$ cat src/sv/kte_pkg.sv
// ----------------------------------------------------------------------------
// kte_pkg
// Shared types and constants of the keypad typematic event queue: beat
// structs, request and register codes, reset values and key masking.
// ----------------------------------------------------------------------------
package kte_pkg;

  localparam int KEY_W       = 16;
  localparam int NUM_KEYS    = 16;
  localparam int QUEUE_DEPTH = 16;

  // Reset timing in ticks, scanned every SCAN_TICKS ticks
  localparam int TICK_HOLD   = 1000;
  localparam int TICK_REPEAT = 80;
  localparam int SCAN_TICKS  = 5;

  localparam logic [15:0] HOLD_RESET   = 16'(TICK_HOLD / SCAN_TICKS);
  localparam logic [15:0] REPEAT_RESET = 16'(TICK_REPEAT / SCAN_TICKS);
  localparam logic [15:0] COUNT_MAX    = 16'hFFFF;

  // Keys at or above NUM_KEYS are ignored
  localparam logic [KEY_W-1:0] KEY_MASK =
    (NUM_KEYS >= KEY_W) ? {KEY_W{1'b1}} : KEY_W'((64'd1 << NUM_KEYS) - 64'd1);

  // Request codes
  localparam logic [1:0] REQ_SCAN  = 2'd0;
  localparam logic [1:0] REQ_READ  = 2'd1;
  localparam logic [1:0] REQ_CLEAR = 2'd2;

  // Configuration register indexes
  localparam int         CFG_IDX_W  = 1;
  localparam logic [0:0] CFG_HOLD   = 1'b0;
  localparam logic [0:0] CFG_REPEAT = 1'b1;

  typedef struct packed {
    logic [1:0]       req_type;
    logic [KEY_W-1:0] key_bits;
  } req_item_t;

  typedef struct packed {
    logic [KEY_W-1:0] event_keys;
    logic             event_pending;
    logic             dropped;
  } rsp_item_t;

  // Control carried alongside a pending event store read
  typedef struct packed {
    logic hit;
    logic pending;
    logic dropped;
  } stage_info_t;

endpackage

$ cat src/sv/kte_event_ram.sv
// ----------------------------------------------------------------------------
// kte_event_ram
// Event store: one write port and one read port with registered read data.
// ----------------------------------------------------------------------------
module kte_event_ram #(
  parameter int DEPTH = kte_pkg::QUEUE_DEPTH,
  parameter int AW    = $clog2(DEPTH)
) (
  input  logic                       clk,
  input  logic                       we,
  input  logic [AW-1:0]              waddr,
  input  logic [kte_pkg::KEY_W-1:0]  wdata,
  input  logic                       re,
  input  logic [AW-1:0]              raddr,
  output logic [kte_pkg::KEY_W-1:0]  rdata
);
  import kte_pkg::*;

  logic [KEY_W-1:0] store [DEPTH];

  // Write the pushed event
  always_ff @(posedge clk) begin
    if (we) begin
      store[waddr] <= wdata;
    end
  end

  // Read the oldest event; hold the data otherwise
  always_ff @(posedge clk) begin
    if (re) begin
      rdata <= store[raddr];
    end
  end

endmodule

$ cat src/sv/kte_ctrl.sv
// ----------------------------------------------------------------------------
// kte_ctrl
// Typematic timing, queue pointers and configuration registers. Issues the
// event store write for each queued event and the read for each hit read.
// ----------------------------------------------------------------------------
module kte_ctrl #(
  parameter int DEPTH = kte_pkg::QUEUE_DEPTH,
  parameter int AW    = $clog2(DEPTH),
  parameter int FW    = $clog2(DEPTH + 1)
) (
  input  logic                            clk,
  input  logic                            rst,
  input  logic                            req_valid,
  output logic                            req_stall,
  input  kte_pkg::req_item_t              req_item,
  input  logic                            cfg_valid,
  output logic                            cfg_ready,
  input  logic [kte_pkg::CFG_IDX_W-1:0]   cfg_index,
  input  logic [15:0]                     cfg_data,
  input  logic                            stage_adv,
  output logic                            stage_valid,
  output kte_pkg::stage_info_t            stage_info,
  output logic                            ram_we,
  output logic [AW-1:0]                   ram_waddr,
  output logic [kte_pkg::KEY_W-1:0]       ram_wdata,
  output logic                            ram_re,
  output logic [AW-1:0]                   ram_raddr
);
  import kte_pkg::*;

  localparam logic [AW-1:0] PTR_LAST = AW'(DEPTH - 1);
  localparam logic [FW-1:0] FILL_MAX = FW'(DEPTH);

  logic [15:0]      hold_scans;
  logic [15:0]      repeat_scans;
  logic             held, held_next;
  logic             repeating, repeating_next;
  logic [15:0]      scan_count, scan_count_next;
  logic [AW-1:0]    read_ptr, read_ptr_next;
  logic [AW-1:0]    write_ptr, write_ptr_next;
  logic [FW-1:0]    fill_level, fill_level_next;
  logic             accept;
  logic [KEY_W-1:0] keys;
  logic [15:0]      count_inc;
  logic [15:0]      limit;
  logic             push;
  logic             full;
  logic             hit;
  logic             drop;

  assign cfg_ready = 1'b1;
  assign req_stall = stage_valid && !stage_adv;
  assign accept    = req_valid && !req_stall;

  // Configuration writes
  always_ff @(posedge clk) begin
    if (rst) begin
      hold_scans   <= HOLD_RESET;
      repeat_scans <= REPEAT_RESET;
    end else if (cfg_valid && cfg_ready) begin
      unique case (cfg_index)
        CFG_HOLD:   hold_scans   <= cfg_data;
        CFG_REPEAT: repeat_scans <= cfg_data;
        default:    hold_scans   <= hold_scans;
      endcase
    end
  end

  assign keys      = req_item.key_bits & KEY_MASK;
  assign count_inc = (scan_count == COUNT_MAX) ? scan_count : scan_count + 16'd1;
  assign limit     = repeating ? repeat_scans : hold_scans;
  assign full      = (fill_level == FILL_MAX);

  // Next state of the typematic timer and the queue
  always_comb begin
    held_next       = held;
    repeating_next  = repeating;
    scan_count_next = scan_count;
    read_ptr_next   = read_ptr;
    write_ptr_next  = write_ptr;
    fill_level_next = fill_level;
    push            = 1'b0;
    hit             = 1'b0;
    unique case (req_item.req_type)
      REQ_SCAN: begin
        if (!held) begin
          if (keys != '0) begin
            push            = 1'b1;
            held_next       = 1'b1;
            repeating_next  = 1'b0;
            scan_count_next = '0;
          end
        end else if (keys == '0) begin
          held_next       = 1'b0;
          repeating_next  = 1'b0;
          scan_count_next = '0;
        end else if (count_inc > limit) begin
          push            = 1'b1;
          repeating_next  = 1'b1;
          scan_count_next = '0;
        end else begin
          scan_count_next = count_inc;
        end
      end
      REQ_READ: begin
        if (fill_level != '0) begin
          hit             = 1'b1;
          read_ptr_next   = (read_ptr == PTR_LAST) ? '0 : read_ptr + AW'(1);
          fill_level_next = fill_level - FW'(1);
        end
      end
      REQ_CLEAR: begin
        read_ptr_next   = '0;
        write_ptr_next  = '0;
        fill_level_next = '0;
      end
      default: begin
        hit = 1'b0;
      end
    endcase
    drop = push && full;
    if (push && !full) begin
      write_ptr_next  = (write_ptr == PTR_LAST) ? '0 : write_ptr + AW'(1);
      fill_level_next = fill_level + FW'(1);
    end
  end

  // Event store access for this beat
  assign ram_we    = accept && push && !full;
  assign ram_waddr = write_ptr;
  assign ram_wdata = keys;
  assign ram_re    = accept && hit;
  assign ram_raddr = read_ptr;

  // Advance state on an accepted beat
  always_ff @(posedge clk) begin
    if (rst) begin
      held       <= 1'b0;
      repeating  <= 1'b0;
      scan_count <= '0;
      read_ptr   <= '0;
      write_ptr  <= '0;
      fill_level <= '0;
    end else if (accept) begin
      held       <= held_next;
      repeating  <= repeating_next;
      scan_count <= scan_count_next;
      read_ptr   <= read_ptr_next;
      write_ptr  <= write_ptr_next;
      fill_level <= fill_level_next;
    end
  end

  // Stage register waiting on the read data
  always_ff @(posedge clk) begin
    if (rst) begin
      stage_valid <= 1'b0;
    end else if (accept) begin
      stage_valid <= 1'b1;
    end else if (stage_adv) begin
      stage_valid <= 1'b0;
    end
  end

  always_ff @(posedge clk) begin
    if (accept) begin
      stage_info.hit     <= hit;
      stage_info.pending <= (fill_level_next != '0);
      stage_info.dropped <= drop;
    end
  end

  // Write pointer sits fill_level entries past the read pointer
  logic [AW:0] wp_sum;
  logic [AW:0] wp_expect;
  assign wp_sum    = (AW + 1)'(read_ptr) + (AW + 1)'(fill_level);
  assign wp_expect = (wp_sum >= (AW + 1)'(DEPTH)) ? wp_sum - (AW + 1)'(DEPTH) : wp_sum;

  a_fill_bound: assert property (@(posedge clk) disable iff (rst)
    fill_level <= FILL_MAX)
    else $error("fill level beyond queue depth");

  a_ptr_consistent: assert property (@(posedge clk) disable iff (rst)
    (AW + 1)'(write_ptr) == wp_expect)
    else $error("write pointer out of step with read pointer and fill");

  a_drop_keeps_full: assert property (@(posedge clk) disable iff (rst)
    (accept && drop) |=> (fill_level == FILL_MAX))
    else $error("dropped event changed the fill level");

endmodule

$ cat src/sv/kte_out_stage.sv
// ----------------------------------------------------------------------------
// kte_out_stage
// Response register: merges the event store read data with the stage
// control and holds the beat while the receiver stalls.
// ----------------------------------------------------------------------------
module kte_out_stage (
  input  logic                       clk,
  input  logic                       rst,
  input  logic                       stage_valid,
  input  kte_pkg::stage_info_t       stage_info,
  input  logic [kte_pkg::KEY_W-1:0]  ram_rdata,
  output logic                       stage_adv,
  output logic                       rsp_valid,
  input  logic                       rsp_stall,
  output kte_pkg::rsp_item_t         rsp_item
);
  import kte_pkg::*;

  // Move the stage forward when the response register is free or drains
  assign stage_adv = stage_valid && (!rsp_valid || !rsp_stall);

  always_ff @(posedge clk) begin
    if (rst) begin
      rsp_valid <= 1'b0;
    end else if (stage_adv) begin
      rsp_valid <= 1'b1;
    end else if (!rsp_stall) begin
      rsp_valid <= 1'b0;
    end
  end

  always_ff @(posedge clk) begin
    if (stage_adv) begin
      rsp_item.event_keys    <= stage_info.hit ? ram_rdata : '0;
      rsp_item.event_pending <= stage_info.pending;
      rsp_item.dropped       <= stage_info.dropped;
    end
  end

  a_drop_no_keys: assert property (@(posedge clk) disable iff (rst)
    (rsp_valid && rsp_item.dropped) |-> (rsp_item.event_keys == '0))
    else $error("dropped scan beat carries event keys");

endmodule

$ cat src/sv/keypad_typematic_event_queue_core.sv
// ----------------------------------------------------------------------------
// keypad_typematic_event_queue_core
// Keypad auto-repeat with an event queue held in a synchronous memory.
// ----------------------------------------------------------------------------
// Takes one request beat per clock (scan, read or clear) while req_stall is
// low and returns one response beat for each via the stage and response
// registers. Counter and pointer updates finish in the accept cycle, so
// back-to-back requests see each other's effect and write and read of one
// entry never fall on the same edge. A response register lets one further
// request be taken while a response is stalled; beyond that, req_stall
// follows rsp_stall. No clearing pass after reset.
module keypad_typematic_event_queue_core #(
  parameter int QUEUE_DEPTH = kte_pkg::QUEUE_DEPTH
) (
  input  logic                           clk,
  input  logic                           rst,
  input  logic                           req_valid,
  output logic                           req_stall,
  input  kte_pkg::req_item_t             req_item,
  output logic                           rsp_valid,
  input  logic                           rsp_stall,
  output kte_pkg::rsp_item_t             rsp_item,
  input  logic                           cfg_valid,
  output logic                           cfg_ready,
  input  logic [kte_pkg::CFG_IDX_W-1:0]  cfg_index,
  input  logic [15:0]                    cfg_data
);
  import kte_pkg::*;

  localparam int AW = $clog2(QUEUE_DEPTH);

  logic             stage_valid;
  logic             stage_adv;
  stage_info_t      stage_info;
  logic             ram_we;
  logic [AW-1:0]    ram_waddr;
  logic [KEY_W-1:0] ram_wdata;
  logic             ram_re;
  logic [AW-1:0]    ram_raddr;
  logic [KEY_W-1:0] ram_rdata;

  // Timer, pointers and registers
  kte_ctrl #(
    .DEPTH (QUEUE_DEPTH)
  ) u_ctrl (
    .clk         (clk),
    .rst         (rst),
    .req_valid   (req_valid),
    .req_stall   (req_stall),
    .req_item    (req_item),
    .cfg_valid   (cfg_valid),
    .cfg_ready   (cfg_ready),
    .cfg_index   (cfg_index),
    .cfg_data    (cfg_data),
    .stage_adv   (stage_adv),
    .stage_valid (stage_valid),
    .stage_info  (stage_info),
    .ram_we      (ram_we),
    .ram_waddr   (ram_waddr),
    .ram_wdata   (ram_wdata),
    .ram_re      (ram_re),
    .ram_raddr   (ram_raddr)
  );

  // Event store
  kte_event_ram #(
    .DEPTH (QUEUE_DEPTH)
  ) u_ram (
    .clk   (clk),
    .we    (ram_we),
    .waddr (ram_waddr),
    .wdata (ram_wdata),
    .re    (ram_re),
    .raddr (ram_raddr),
    .rdata (ram_rdata)
  );

  // Response register
  kte_out_stage u_out (
    .clk         (clk),
    .rst         (rst),
    .stage_valid (stage_valid),
    .stage_info  (stage_info),
    .ram_rdata   (ram_rdata),
    .stage_adv   (stage_adv),
    .rsp_valid   (rsp_valid),
    .rsp_stall   (rsp_stall),
    .rsp_item    (rsp_item)
  );

  a_stall_only_when_backed_up: assert property (@(posedge clk) disable iff (rst)
    req_stall |-> (stage_valid && rsp_valid && rsp_stall))
    else $error("request stalled with room in the pipeline");

endmodule

$ cat config.mk
export PLATFORM = sky130hd
export DESIGN_NAME = keypad_typematic_event_queue_core
export DESIGN_NICKNAME = d
export VERILOG_FILES = /design/src/sv/kte_pkg.sv /design/src/sv/kte_event_ram.sv /design/src/sv/kte_ctrl.sv /design/src/sv/kte_out_stage.sv /design/src/sv/keypad_typematic_event_queue_core.sv
export SDC_FILE = /design/constraint.sdc
export NUM_CORES = 1
export LEC_CHECK = 0
export BUFFER_PORTS_ARGS = -buffer_cell sky130_fd_sc_hd__buf_2
export CORE_MARGIN = 2
export CORE_UTILIZATION = 64
export CTS_BUF_LIST = sky130_fd_sc_hd__clkbuf_8
export CTS_CLUSTER_DIAMETER = 120
export DETAILED_ROUTE_END_ITERATION = 7
export GPL_ROUTABILITY_DRIVEN = 0
export PLACE_DENSITY_LB_ADDON = 0.12
export SYNTH_ARGS = -nofsm -noshare
export SYNTH_HDL_FRONTEND = slang
export SYNTH_SLANG_ARGS = --single-unit
$ cat constraint.sdc
create_clock -name clk -period 5.5 [get_ports clk]
set_input_delay 0.275 -clock clk [delete_from_list [all_inputs] [get_ports clk]]
set_output_delay 0.275 -clock clk [all_outputs]
set_load 0.1 [all_outputs]
; ---- Word level (Yosys, flattened, before mapping)
; Memories as Yosys holds them, arrays and structs flattened. A register that Yosys moved wholly into a read port is not among the register bits.
; Cells that the tools add are included.
[op_classes]
n_addsub = 5
n_bitwise = 1
n_mux = 34
n_eq_ne = 9
magnitude_cmp = 1
n_reduce_logical = 30
[op_table]
columns = cell, count
row1 = $mux 16, 6
row2 = $mux 4, 5
row3 = $mux 1, 19
row4 = $add 16x1->16 const B, 1
row5 = $eq 16x16->1 const B, 1
row6 = $gt 16x16->1, 1
row7 = $logic_not 16->1, 1
row8 = $reduce_bool 16->1, 1
row9 = $mux 5, 2
row10 = $pmux 5 s2, 1
row11 = $reduce_bool 5->1, 2
row12 = $add 4x1->4 const B, 2
row13 = $eq 4x4->1 const B, 2
row14 = $logic_and 1x1->1, 8
row15 = $pmux 4 s2, 1
row16 = $reduce_and 2->1, 4
row17 = $reduce_bool 2->1, 4
row18 = $reduce_and 3->1, 2
row19 = $add 5x1->5 const B, 1
row20 = $eq 5x5->1 const B, 1
row21 = $logic_not 1->1, 5
row22 = $sub 5x1->5 const B, 1
row23 = $ne 2x1->1 const B, 2
row24 = $reduce_and 4->1, 1
row25 = 6 further kinds, 6
[word_totals]
output_inout_bits = 21
in_bits = 40
mem_bits_rw = 256
regBits = 86
elab_cells = 97
mem_count = 1
[mem_list]
columns = name, words, width, read_ports, rd_clocked_by_memory_dff, wr, line_no
row1 = u_ram.store, 16, 16, 1, 1, 1, kte_event_ram.sv:19  ; logic [KEY_W-1:0] store [DEPTH];

; ---- Depth between registers and ports, before layout
; Gate-level depths: netlist of the first run.
[depth]
depth_word = 11
depth_mapped = 16
ltp_nobuf = 15

; ---- Modules after synthesis
; Synthesis of the first run repeated with hierarchy kept, for this count alone.
[hier_totals]
cells_unflattened = 964
area_unflattened_um2 = 14899.3
[modules_own_cells]
columns = module, area_per_inst_um2, seq_area_each_um2, n_inst, cells_per_inst
row1 = kte_event_ram, 10203.5, 8167.8, 1, 432
row2 = kte_ctrl, 3992.6, 1371.3, 1, 493
row3 = kte_out_stage, 703.2, 560.5, 1, 39

; ---- Worst setup path after synthesis of the first run
; No wires, ideal clock.
[synth_timing]
kind = flip-flop to flip-flop
from = register u_ctrl.scan_count[3]
to = memory u_ram.store[7][0], enable pin
n_path_buf = 2
setup_time_ps = 388
t_required_ps = 5112
path_slack_ps = 1129
synth_period_minus_slack_ps = 4371
t_arrival_ps = 3982
path_stages_with_launch = 17
cell_sequence = dfxtp_1 -> buf_2 -> nand4_1 -> nor4_4 -> nand3_2 -> nand2_1 -> nor2_1 -> xor2_1 -> ha_1 -> nand3_1 -> nor4_1 -> a21bo_2 -> a31o_4 -> a21boi_4 -> buf_6 -> nand3_2 -> nor2_1
[synth_between]
elab_chain_cells = 11
word_cells_on_any_way = 12
cone_classes = add/sub: 1 / order compare: 1 / eq/ne: 1 / mux: 7 / reduce/logical: 2
[synth_rtl]
columns = element, line_no
row1 = start: declaration, kte_ctrl.sv:38  ; logic [15:0] scan_count, scan_count_next;
row2 = start signal: assignment, kte_ctrl.sv:147  ; scan_count <= scan_count_next;
row3 = $add 16x1->16 or $eq 16x16->1 (tied branches), kte_ctrl.sv:70  ; assign count_inc = (scan_count == COUNT_MAX) ? scan_count : scan_count + 16'd1;
row4 = $mux 16 (*), kte_ctrl.sv:70
row5 = $gt 16x16->1 (*), kte_ctrl.sv:97  ; end else if (count_inc > limit) begin
row6 = $mux 1 (*), kte_ctrl.sv:97
row7 = $mux 1 (*), kte_ctrl.sv:93  ; end else if (keys == '0) begin
row8 = $mux 1 (*), kte_ctrl.sv:86  ; if (!held) begin
row9 = $mux 1 (*), kte_ctrl.sv:84  ; unique case (req_item.req_type)
row10 = $logic_and 1x1->1 (*) (2 in a row), kte_ctrl.sv:129  ; assign ram_we = accept && push && !full;
row11 = $mux 1 (*), kte_event_ram.sv:23  ; if (we) begin
row12 = $mux 1 (implied by the code) (*), kte_event_ram.sv:24  ; store[waddr] <= wdata;
row13 = end: declaration, kte_event_ram.sv:19
; Every way passes the cells marked *; elsewhere a longest branch is shown, timed or not.

; ---- Worst setup path after layout of the first run
[layout_timing]
from = register u_ctrl.scan_count[3]
to = memory u_ram.store[15][13], enable pin
; The elaborated chain is that of the path after synthesis.

==> metrics.txt, run 1 <==
Switching Power 1.245 mW; largest cells by area after synthesis edfxtp_1 (59%), mux4_2 (12%), dfxtp_1 (8.8%), nand2_1 (2.5%), ha_1 (2.3%); Inst Count DP 1257; Layout area overhead 13.20%; Yosys top cell area share 59.18%; Avg Vias per Cell 6.247; CP Data Required Time 5790 ps; min cycle time layout 4720 ps; clk_lat worst skew 610 ps; WHS Path Cells 1; Pleak 5.633 nW; WL final 31430 µm; synth cell count leaders edfxtp_1 (293), nand2_1 (99), mux4_2 (80); initial core utilization 65.47%; Critical R2R Launch u_ctrl.scan_count[3]; reg2reg end u_ram.store[15][13]; crit path launch type flop; critical path buffer and inverter count 1; Slowest-stage cell, CP nor4_4; Antenna Cells 0; Yosys cell types 62; Final period util 85.82%; crit-path max FO 11; first drt pass iteration count 5; Mapped Cells 935; largest net degree at the start of global routing 55; maxcap violations 0; slew of the pin with the lowest slew margin 1210 ps; overall track demand over capacity in global routing 26.84%; register bit total from synthesis 358; clk root buf clkbuf_8; R2R cell count 15; endpoint class of the critical path flop; Comb power frac 5.8%; # setup viols final 0; TritonCTS Buffers 55; final worst slack 779.7 ps; Top delay family on crit path simple AND/OR/NAND/NOR gates; setup bufs post-CTS 0; crit path DAT 5010 ps; Peak VDD IR 0.3033 mV; setup TNS 0 ps; overflow left after global routing 0; CTS tree done; Worst-path clk slew 60 ps; most instantiated library cell after synthesis edfxtp_1; Nets 1114; Final ANT Viol Nets 0; cell internal pwr 4.167 mW; antenna violations before repair 1; Final Skew 37.13 ps; hold buffer count at cts 18; share of power burned in the clock network 38.9%; Synth Cell Area 14870 µm²; Syn. warnings 0; register area share after synthesis 67.93%; Design Power 5.412 mW; Max Slew Vio Count 0; hpwl dp 20260 µm; register area 10100 µm²; Die Y 156.4 µm; DRC Markers 0; sequential share of power 55.3%; Min-Delay Endpoint u_ram.store[2][14]; final-report hold violation count 0; r2r setup slk 780 ps; Power Density 321.5 nW/µm²; IO Count 61; Iteration-0 DRC Markers 868; ys async rst share 0%; first-pass GRT wire length 48700 µm; Clock Path Buffers 3; hold_sp req_item[14]; RSZ-0062 raised after global routing false; syn_area_per_cell 15.90 µm²; row cnt 55; Hold Crit Class in -> reg; vias in the first global route 8583; prevailing post-synth register cell edfxtp_1; crit-path cells nand4_1, nor4_4, nand3_2, nand2_1, nor2_1, xor2_1, ha_1, nand3_1, nor4_1, a21bo_2, a31o_4, a21boi_4, nand3_2, nor2_2, buf_4; WS Path Type reg -> reg; port bufs 59; multi-input logic area 4562 µm²; die footprint 24470 µm²; switching share of power 23.01%; Fill cells 1411; status finished, final reports clean; fin area 16830 µm²; maximum clock frequency 211.8 MHz; cell area after placement 15580 µm²; fin cells 1378; dpl ws 872.9 ps; wire per inst 22.81 µm; core area 22710 µm²; Slew headroom 19.18%; EDFF count, synth 293; Most Frequent Cell on Critical Path nand3_2; slowest stage delay, CP 500 ps; total nets after synthesis 1002; CTS H-tree lvls 2; share of layout cells above drive strength 1 25.43%; clock sinks 358; Vias 8609; post-CTS resize count 0; biggest area consumer among synthesized cells edfxtp_1; Die Wd 156.4 µm
## kinds of logic after synthesis
logic type / share of synthesized area (%)
flip-flops: 67.93
AND/OR/NAND/NOR: 8.449
AO/OA/AOI/OAI: 4.730
multiplexers: 13.48
buffers and inverters: 1.818
adder cells (fa/ha/maj): 2.272
XOR/XNOR: 1.296
other: 0.02522
## final cells by class
class | count | share of cell area [%]
Clock buffer | 62 | 5.070
Clock inverter | 41 | 1.308
Inverter | 19 | 0.4237
Multi-Input combinational cell | 511 | 27.10
Sequential cell | 358 | 60.04
Tap cell | 285 | 2.119
Timing Repair Buffer | 102 | 3.940
## stage by stage
step                utilization (%)  hold WS (ps)
floorplan                         -         373.9
global placement              68.60         405.0
detailed placement            68.60         427.3
CTS                           74.12         39.86
global route                  74.12         59.77
finish                        74.12         67.42
## flip-flops by register name, summed over array words and instances (netlist names)
register             count
u_out.rsp_valid          1
u_ctrl.scan_count       16
u_ctrl.ram_waddr         4
u_ctrl.hold_scans       16
u_ram.store            256
u_ctrl.held              1
u_ctrl.repeating         1
u_ram.rdata             16
u_ctrl.stage_info        3
u_ctrl.fill_level        5
u_out.rsp_item          18
u_ctrl.repeat_scans     16
u_ctrl.stage_valid       1
u_ctrl.ram_raddr         4
## per-layer routing
layer,share of wire [%],global-route usage [%],vias to the layer above
met5,0,0,-
met4,1.8,7.995,0
met3,9.7,4.957,49
met2,47,41.49,421
met1,42,39.90,4287
li1,-,-,3852
## power groups by stage
stage / clock [mW] / sequential, mW / combinational [mW]
CTS: 2.15 / 2.99 / 0.315
global route: 2.25 / 3.00 / 0.341
global placement: 0 / 3.05 / 0.301
detailed placement: 0 / 3.05 / 0.304
finish: 2.10 / 2.99 / 0.316
floorplan: 0 / 3.07 / 0.172
## placed cells by master (no fill, tap or decap), drive strengths merged, types with 21 or more instances in the layout
cell,n
nand2,99
buf,84
mux4,80
inv,39
edfxtp,293
dfxtp,65
nand3,33
clkbuf,62
ha,27
nor2,50
a21oi,49
and2,21
## how the worst max path moves through the flow
stage                          from                   to  slack, ps  cells after the start
3_5_place_dp   u_ctrl.scan_count[3]   u_ram.store[15][9]        870                     15
2_1_floorplan  u_ctrl.scan_count[3]    u_ram.store[7][0]       1130                     16
6_report       u_ctrl.scan_count[3]  u_ram.store[15][13]        780                     15
3_3_place_gp   u_ctrl.scan_count[3]  u_ram.store[15][12]       1020                     15
5_1_grt        u_ctrl.scan_count[3]   u_ram.store[15][9]        480                     15
4_1_cts        u_ctrl.scan_count[3]  u_ram.store[15][13]        860                     15
Note: power is estimated with default switching activity, not from simulation.
==> inputs of run 2 (changes only) <==
--- a/config.mk
+++ b/config.mk
@@ -5,6 +5,7 @@
 export SDC_FILE = /design/constraint.sdc
 export NUM_CORES = 1
 export LEC_CHECK = 0
+export ABC_AREA = 1
 export BUFFER_PORTS_ARGS = -buffer_cell sky130_fd_sc_hd__buf_2
 export CORE_MARGIN = 2
 export CORE_UTILIZATION = 64
==> run 2 against run 1 <==
Sequential power hardly changed. Fmax increased by 6.8%. Via count rose by 19%. Critical endpoint is now u_ram.store[10][6]. Critical path type unchanged. Largest power group unchanged. Combinational power grew 53%. Critical path depth up 5. Utilization fell by 1.1 points. Cell area increased by 2.1%. Count of clock-buffer cells in the layout down 5.
==> metrics.txt, run 2 <==
status finished, final reports clean; vias in the first global route 9730 (+13%); Final ANT Viol Nets 0 (unchanged); Nets 1497 (+34%); die footprint 25340 µm² (+3.6%); Peak VDD IR 0.2623 mV (-14%); Syn. warnings 0 (unchanged); biggest area consumer among synthesized cells edfxtp_1; Finished Core Util 73.01% (-1.1 points); wire per inst 18.53 µm (-19%); Final period util 80.39% (-5.4 points); overall track demand over capacity in global routing 26.29% (-0.56 points); EDFF count, synth 293 (unchanged); Final Skew 17.19 ps (-19.94 ps); hpwl dp 19710 µm (-2.7%); Die Y 159.2 µm (+1.8%); maximum clock frequency 226.2 MHz (+6.8%); Power Density 318.6 nW/µm² (-0.91%); first-pass GRT wire length 52360 µm (+7.5%); slowest stage delay, CP 800 ps (+300 ps); IO Count 61 (unchanged); CP Data Required Time 5690 ps (-100 ps); core area 23540 µm² (+3.7%); DRC Markers 0 (unchanged); clk_lat worst skew 580 ps (-30 ps); port bufs 59 (unchanged); crit path DAT 4620 ps (-390 ps); commonest cells after routing, fill and taps aside edfxtp_1 (293), inv_1 (153), nand2_1 (146); clock sinks 358 (unchanged); Slowest-stage cell, CP nor2_2; commonest non-fill, non-tap cell in the layout edfxtp_1; Biggest register u_ram.store; Worst-path clk slew 70 ps (about the same); Fill cells 1643 (+16%); Pleak 6.444 nW (+14%); # setup viols final 0 (unchanged); first drt pass iteration count 5 (unchanged); Synth Area in Compound Gates 11.18% (+6.5 points); synth cell count leaders edfxtp_1 (293), nand2_1 (146), inv_1 (136); WS Path Type reg -> reg; register bit total from synthesis 358 (unchanged); TritonCTS Buffers 54 (-1.8%); total nets after synthesis 1406 (+40%); largest family of logic cells by synthesized area compound AO/OA/AOI/OAI gates; Yosys top cell area share 57.09% (-2.1 points); CTS H-tree lvls 2 (unchanged); WL final 33120 µm (+5.4%); endpoint class of the critical path flop; clk root buf clkbuf_8; largest cells by area after synthesis edfxtp_1 (57%), dfxtp_1 (8.4%), mux2i_1 (5.1%), o21ai_0 (4.1%), nand2_1 (3.6%); Vias 10240 (+19%); Layout area overhead 11.54%; Hold Crit Class in -> reg; Largest regs u_ram.store: 256 flops, u_out.rsp_item: 18 flops; Mapped Cells 1339 (+43%); RSZ-0062 raised after global routing false; most instantiated library cell after synthesis edfxtp_1; Avg Vias per Cell 5.731 (-8.3%); CTS tree done; final-report hold violation count 0 (unchanged); Antenna Cells 0 (unchanged); Clock Path Buffers 3 (unchanged); Max Slew Vio Count 0 (unchanged); Die Wd 159.2 µm (+1.8%); min cycle time layout 4421 ps (-299.0 ps); prevailing post-synth register cell edfxtp_1; initial core utilization 65.46% (about the same); xor/xnor share of the synthesized area 1.072% (-0.22 points); Most Frequent Cell on Critical Path nand2_1; Slew headroom 24.36% (+5.2 points); share of layout cells above drive strength 1 13.08% (-12 points); syn_area_per_cell 11.51 µm² (-28%); maxcap violations 0 (unchanged); register area share after synthesis 65.54% (-2.4 points); max FFs per register 256 (unchanged); ys async rst share 0% (unchanged); largest net degree at the start of global routing 78 (+42%); Top delay family on crit path simple AND/OR/NAND/NOR gates; overflow left after global routing 0 (unchanged); Yosys cell types 42 (-32%); Synth Cell Area 15410 µm² (+3.7%); setup TNS 0 ps (unchanged); antenna violations before repair 1 (unchanged); slew of the pin with the lowest slew margin 1133 ps (-76.47 ps); Iteration-0 DRC Markers 977 (+13%); crit path launch type flop; multiplexer share of the synthesized area 5.131% (-8.4 points); row cnt 56 (+1.8%); critical path buffer and inverter count 3 (+2); post-CTS resize count 0 (unchanged); Synth Area in Adders 2.192% (-0.080 points); crit-path cells ha_1, inv_1, nor2_2, nand3b_1, nor2_2, nand3_2, nand2_1, xor2_1, inv_1, ha_1, nand4_1, nor3_1, nand2_1, nand2_1, nand2_1, nand2_4, nand4_4, inv_2, nand2_1, nor2_2; crit-path max FO 16 (+5); simple-gate area share of the yosys netlist 9.588% (+1.1 points)
-- run 2: cell types whose count changed after synthesis, moves of 6 or more --
cell and change:
clkbuf_1 +13, inv_1 +117, xnor2_1 -9, nor2_2 +6
nor2b_1 -6, nor2_1 +76, and2_1 -20, o211ai_1 +63
o21ai_0 +114, mux2i_1 +61, nand2_1 +47, a21oi_1 +56
mux4_2 -80, nand3_1 +8
-- run 2: kinds of logic after synthesis --
group / Yosys count
and+or+nand+nor: 343
xor gates and xnor gates: 18
buffers and inverters: 205
DFF: 358
AOI/OAI and AO/OA: 308
adders and majority gates: 27
other: 1
muxes: 79
-- run 2: where the power goes --
group	switching [mW]	leakage [nW]	internal, mW
sequential	0.0406	3.19	2.98
clock	0.972	0.565	1.00
combinational	0.331	2.69	0.151
total	1.34	6.44	4.13
-- run 2: timing repair --
action,CTS,global route
setup buffers,0,0
hold endpoints to repair,32,0
hold buffers,17,0
endpoints found under the setup margin,0,0
-- run 2: per-stage QoR --
step                total power [mW]  cells  instance area [µm²]  setup WS, ps  hold WS, ps
floorplan                      3.401   1339                15410          1460        373.9
global placement               3.537   1676                16050          1237        405.6
detailed placement             3.546   1676                16050          1097        418.1
CTS                            5.506   1787                17190          1071        34.23
global route                   5.680   1787                17190         641.5        75.84
finish                         5.476   1787                17190          1079        57.23
-- run 2: metal layers --
metal  part of all wire (%)  track usage (%)
met5                      0                0
met4                    2.5            8.347
met3                    8.0            5.001
met2                     46            41.84
met1                     43            37.18
-- run 2: path summary, 6_finish.rpt --
path,startpoint,end,slack (ps),cells past startpoint
max,u_ctrl.scan_count[0],u_ram.store[10][6],1080,20
min,req_valid,u_ctrl.stage_valid,60,3
max reg2reg,u_ctrl.scan_count[0],u_ram.store[10][6],1080,20
min reg2reg,u_ctrl.stage_info[1],u_out.rsp_item[1],430,0
-- run 2: cell type report --
type,instances,area [µm²],share of cell area (%)
Sequential cell,358,10110,58.79
Multi-Input combinational cell,776,4552,26.48
Clock buffer,57,784.5,4.564
Timing Repair Buffer,98,630.6,3.669
Inverter,142,533.0,3.101
Tap cell,319,399.1,2.322
Clock inverter,37,183.9,1.070
-- run 2: worst reg2reg max path, cell delays in order, from the launching register on --
cell and delay [ps]:
dfxtp_1 410, ha_1 260, inv_1 100, nor2_2 200, nand3b_1 140, nor2_2 110, nand3_2 110, nand2_1 100
xor2_1 210, inv_1 80, ha_1 320, nand4_1 100, nor3_1 200, nand2_1 80, nand2_1 60, nand2_1 110
nand2_4 150, nand4_4 190, inv_2 160, nand2_1 150, nor2_2 800
==> inputs of run 3 (changes only) <==
==> constraint.sdc (replaced) <==
create_clock -name clk -period 4.4 [get_ports clk]
set_input_delay 0.22 -clock clk [delete_from_list [all_inputs] [get_ports clk]]
set_output_delay 0.22 -clock clk [all_outputs]
set_load 0.1 [all_outputs]
==> run 3 against run 2 <==
Sequential share of layout area is essentially flat. Combinational power grew 28%. Non-clock buffer count grew 9. Via count is essentially flat. Critical path depth grew 1. Utilization grew 0.053 points. Sequential power grew 25%. Die area is the same. Critical path type unchanged. Largest cell class unchanged. Highest routed layer unchanged.
==> metrics.txt, run 3 (synthesis gave the netlist of run 2 again) <==
Vias 10240 (+0.0098%); slowest stage delay, CP 420 ps (-380 ps); commonest cells after routing, fill and taps aside edfxtp_1 (293), inv_1 (158), nand2_1 (146); clock sinks 358 (unchanged); met2 wire len 15280 µm (about the same); Largest regs u_ram.store: 256 flops, u_out.rsp_item: 18 flops; maximum clock frequency 250.2 MHz (+11%); Antenna Cells 0 (unchanged); Biggest register u_ram.store; post-CTS resize count 0 (unchanged); r2r setup slk 400 ps (-680 ps); Die Y 159.2 µm (unchanged); cell internal pwr 5.070 mW (+23%); Max Slew Vio Count 0 (unchanged); Hold Crit Class in -> reg; Slowest-stage cell, CP dfxtp_1; final worst slack 403.2 ps (-675.4 ps); dpl ws 470.1 ps (-626.6 ps); IO Count 61 (unchanged); hold_sp req_item[11]; die footprint 25340 µm² (unchanged); critical path buffer and inverter count 4 (+1); final-report hold violation count 0 (unchanged); share of layout cells above drive strength 1 13.29% (+0.21 points); Min-Delay Endpoint u_ram.store[2][11]; Critical Path Source u_ctrl.scan_count[0]; crit-path max FO 16 (unchanged); min cycle time layout 3997 ps (-424.6 ps); Comb power frac 9.2% (+0.4 points); clk_lat worst skew 600 ps (+20 ps); Switching Power 1.679 mW (+25%); DR WL met3 2701 µm (+2.4%); RSZ-0062 raised after global routing false; slew of the pin with the lowest slew margin 1152 ps (+18.81 ps); share of power burned in the clock network 34.9% (-1.1 points); Design Power 6.749 mW (+23%); sequential share of power 55.9% (+0.7 points); CP Data Required Time 4650 ps (-1040 ps); WL met1 14560 µm (+1.3%); Critical R2R Launch u_ctrl.scan_count[0]; reg2reg end u_ram.store[9][7]; hpwl dp 20620 µm (+4.7%); vias in the first global route 9954 (+2.3%); Final ANT Viol Nets 0 (unchanged); Clock Path Buffers 3 (unchanged); clk root buf clkbuf_8; WS Path Type reg -> reg; row cnt 56 (unchanged); max FFs per register 256 (unchanged); status finished, final reports clean; antenna violations before repair 1 (unchanged); initial core utilization 65.46% (unchanged); highest metal used met4; fin cells 1794 (+0.39%); DRC Markers 0 (unchanged); Iteration-0 DRC Markers 1074 (+9.9%); setup bufs post-CTS 0 (unchanged); TritonCTS Buffers 53 (-1.9%); Die Wd 159.2 µm (unchanged); Slew headroom 23.10% (-1.3 points); Avg Vias per Cell 5.709 (-0.38%); crit path DAT 4250 ps (-370 ps); Inst Count DP 1685 (+0.54%); overflow left after global routing 0 (unchanged); # setup viols final 0 (unchanged); crit-path cells ha_1, inv_1, nor2_2, nand3b_1, nor2_2, nand3_2, nand2_1, xor2_1, inv_1, ha_1, nand4_1, nor3_1, nand2_1, nand2_1, nand2_1, nand2_4, nand4_4, inv_2, nand2_1, nor2_2, buf_4; overall track demand over capacity in global routing 26.68% (+0.39 points); CTS tree done; crit path launch type flop; Peak VDD IR 0.3103 mV (+18%); WL final 33280 µm (+0.48%); hold buffer count at cts 17 (unchanged); first-pass GRT wire length 52900 µm (+1.0%); commonest non-fill, non-tap cell in the layout edfxtp_1; wire per inst 18.55 µm (about the same); Pleak 6.483 nW (+0.60%); maxcap violations 0 (unchanged); final hold slack 27.59 ps (-29.64 ps); CTS H-tree lvls 2 (unchanged); first drt pass iteration count 6 (+1); Most Frequent Cell on Critical Path nand2_1; Final Skew 29.32 ps (+12.13 ps); switching share of power 24.88% (+0.35 points); endpoint class of the critical path flop; Final period util 90.84% (+10 points); Nets 1505 (+0.53%); largest net degree at the start of global routing 84 (+7.7%); Worst-path clk slew 70 ps (about the same); port bufs 59 (unchanged); R2R cell count 21 (+5.0%); Power Density 392.4 nW/µm² (+23%); Layout area overhead 11.62% (about the same); Top delay family on crit path simple AND/OR/NAND/NOR gates; core area 23540 µm² (unchanged); setup TNS 0 ps (unchanged); WHS Path Cells 1 (-2)
-- run 3: cell types whose count changed in the layout (fill, tap and decap cells not counted), sizes merged --
cell / before / now
buf: 81 / 90
clkinv: 18 / 14
clkinvlp: 1 / 0
clkbuf: 57 / 55
inv: 159 / 165
bufinv: 1 / 0
-- run 3: worst max path at each step --
stage | to | depth (start not counted) | slack [ps]
after floorplan | u_ram.store[3][0] | 18 | 360
after global placement | u_ram.store[9][1] | 21 | 550
after detailed placement | u_ram.store[8][1] | 21 | 470
after CTS | u_ram.store[8][13] | 21 | 430
after global routing | u_ram.store[9][7] | 21 | 50
final | u_ram.store[9][7] | 21 | 400
-- run 3: area by class of cell --
type | count | area [µm²]
clock buffers | 55 | 757.0
clock inverters | 37 | 156.4
fillers | 1646 | 6341
inverters | 142 | 533.0
multi-input cells | 776 | 4552
flip-flops and latches | 358 | 10110
well taps | 319 | 399.1
repair buffers | 107 | 698.2
-- run 3: power groups by stage --
stage               logic [mW]  registers [mW]  clock network [mW]
floorplan                0.371            3.88                   0
global placement         0.593            3.84                   0
detailed placement       0.603            3.85                   0
CTS                      0.617            3.77                2.39
global route             0.681            3.78                2.54
finish                   0.619            3.77                2.36
-- run 3: metrics by stage --
step	area, µm²	util [%]
2_1_floorplan	15410	-
3_3_place_gp	16120	68.46
3_5_place_dp	16120	68.46
4_1_cts	17200	73.07
5_1_grt	17200	73.07
6_report	17200	73.07
-- run 3: layer usage --
layer  vias up  GRT usage [%]
met5         -              0
met3        63          4.220
met4         0          7.686
met1      4834          38.74
li1       4905              -
met2       440          42.39
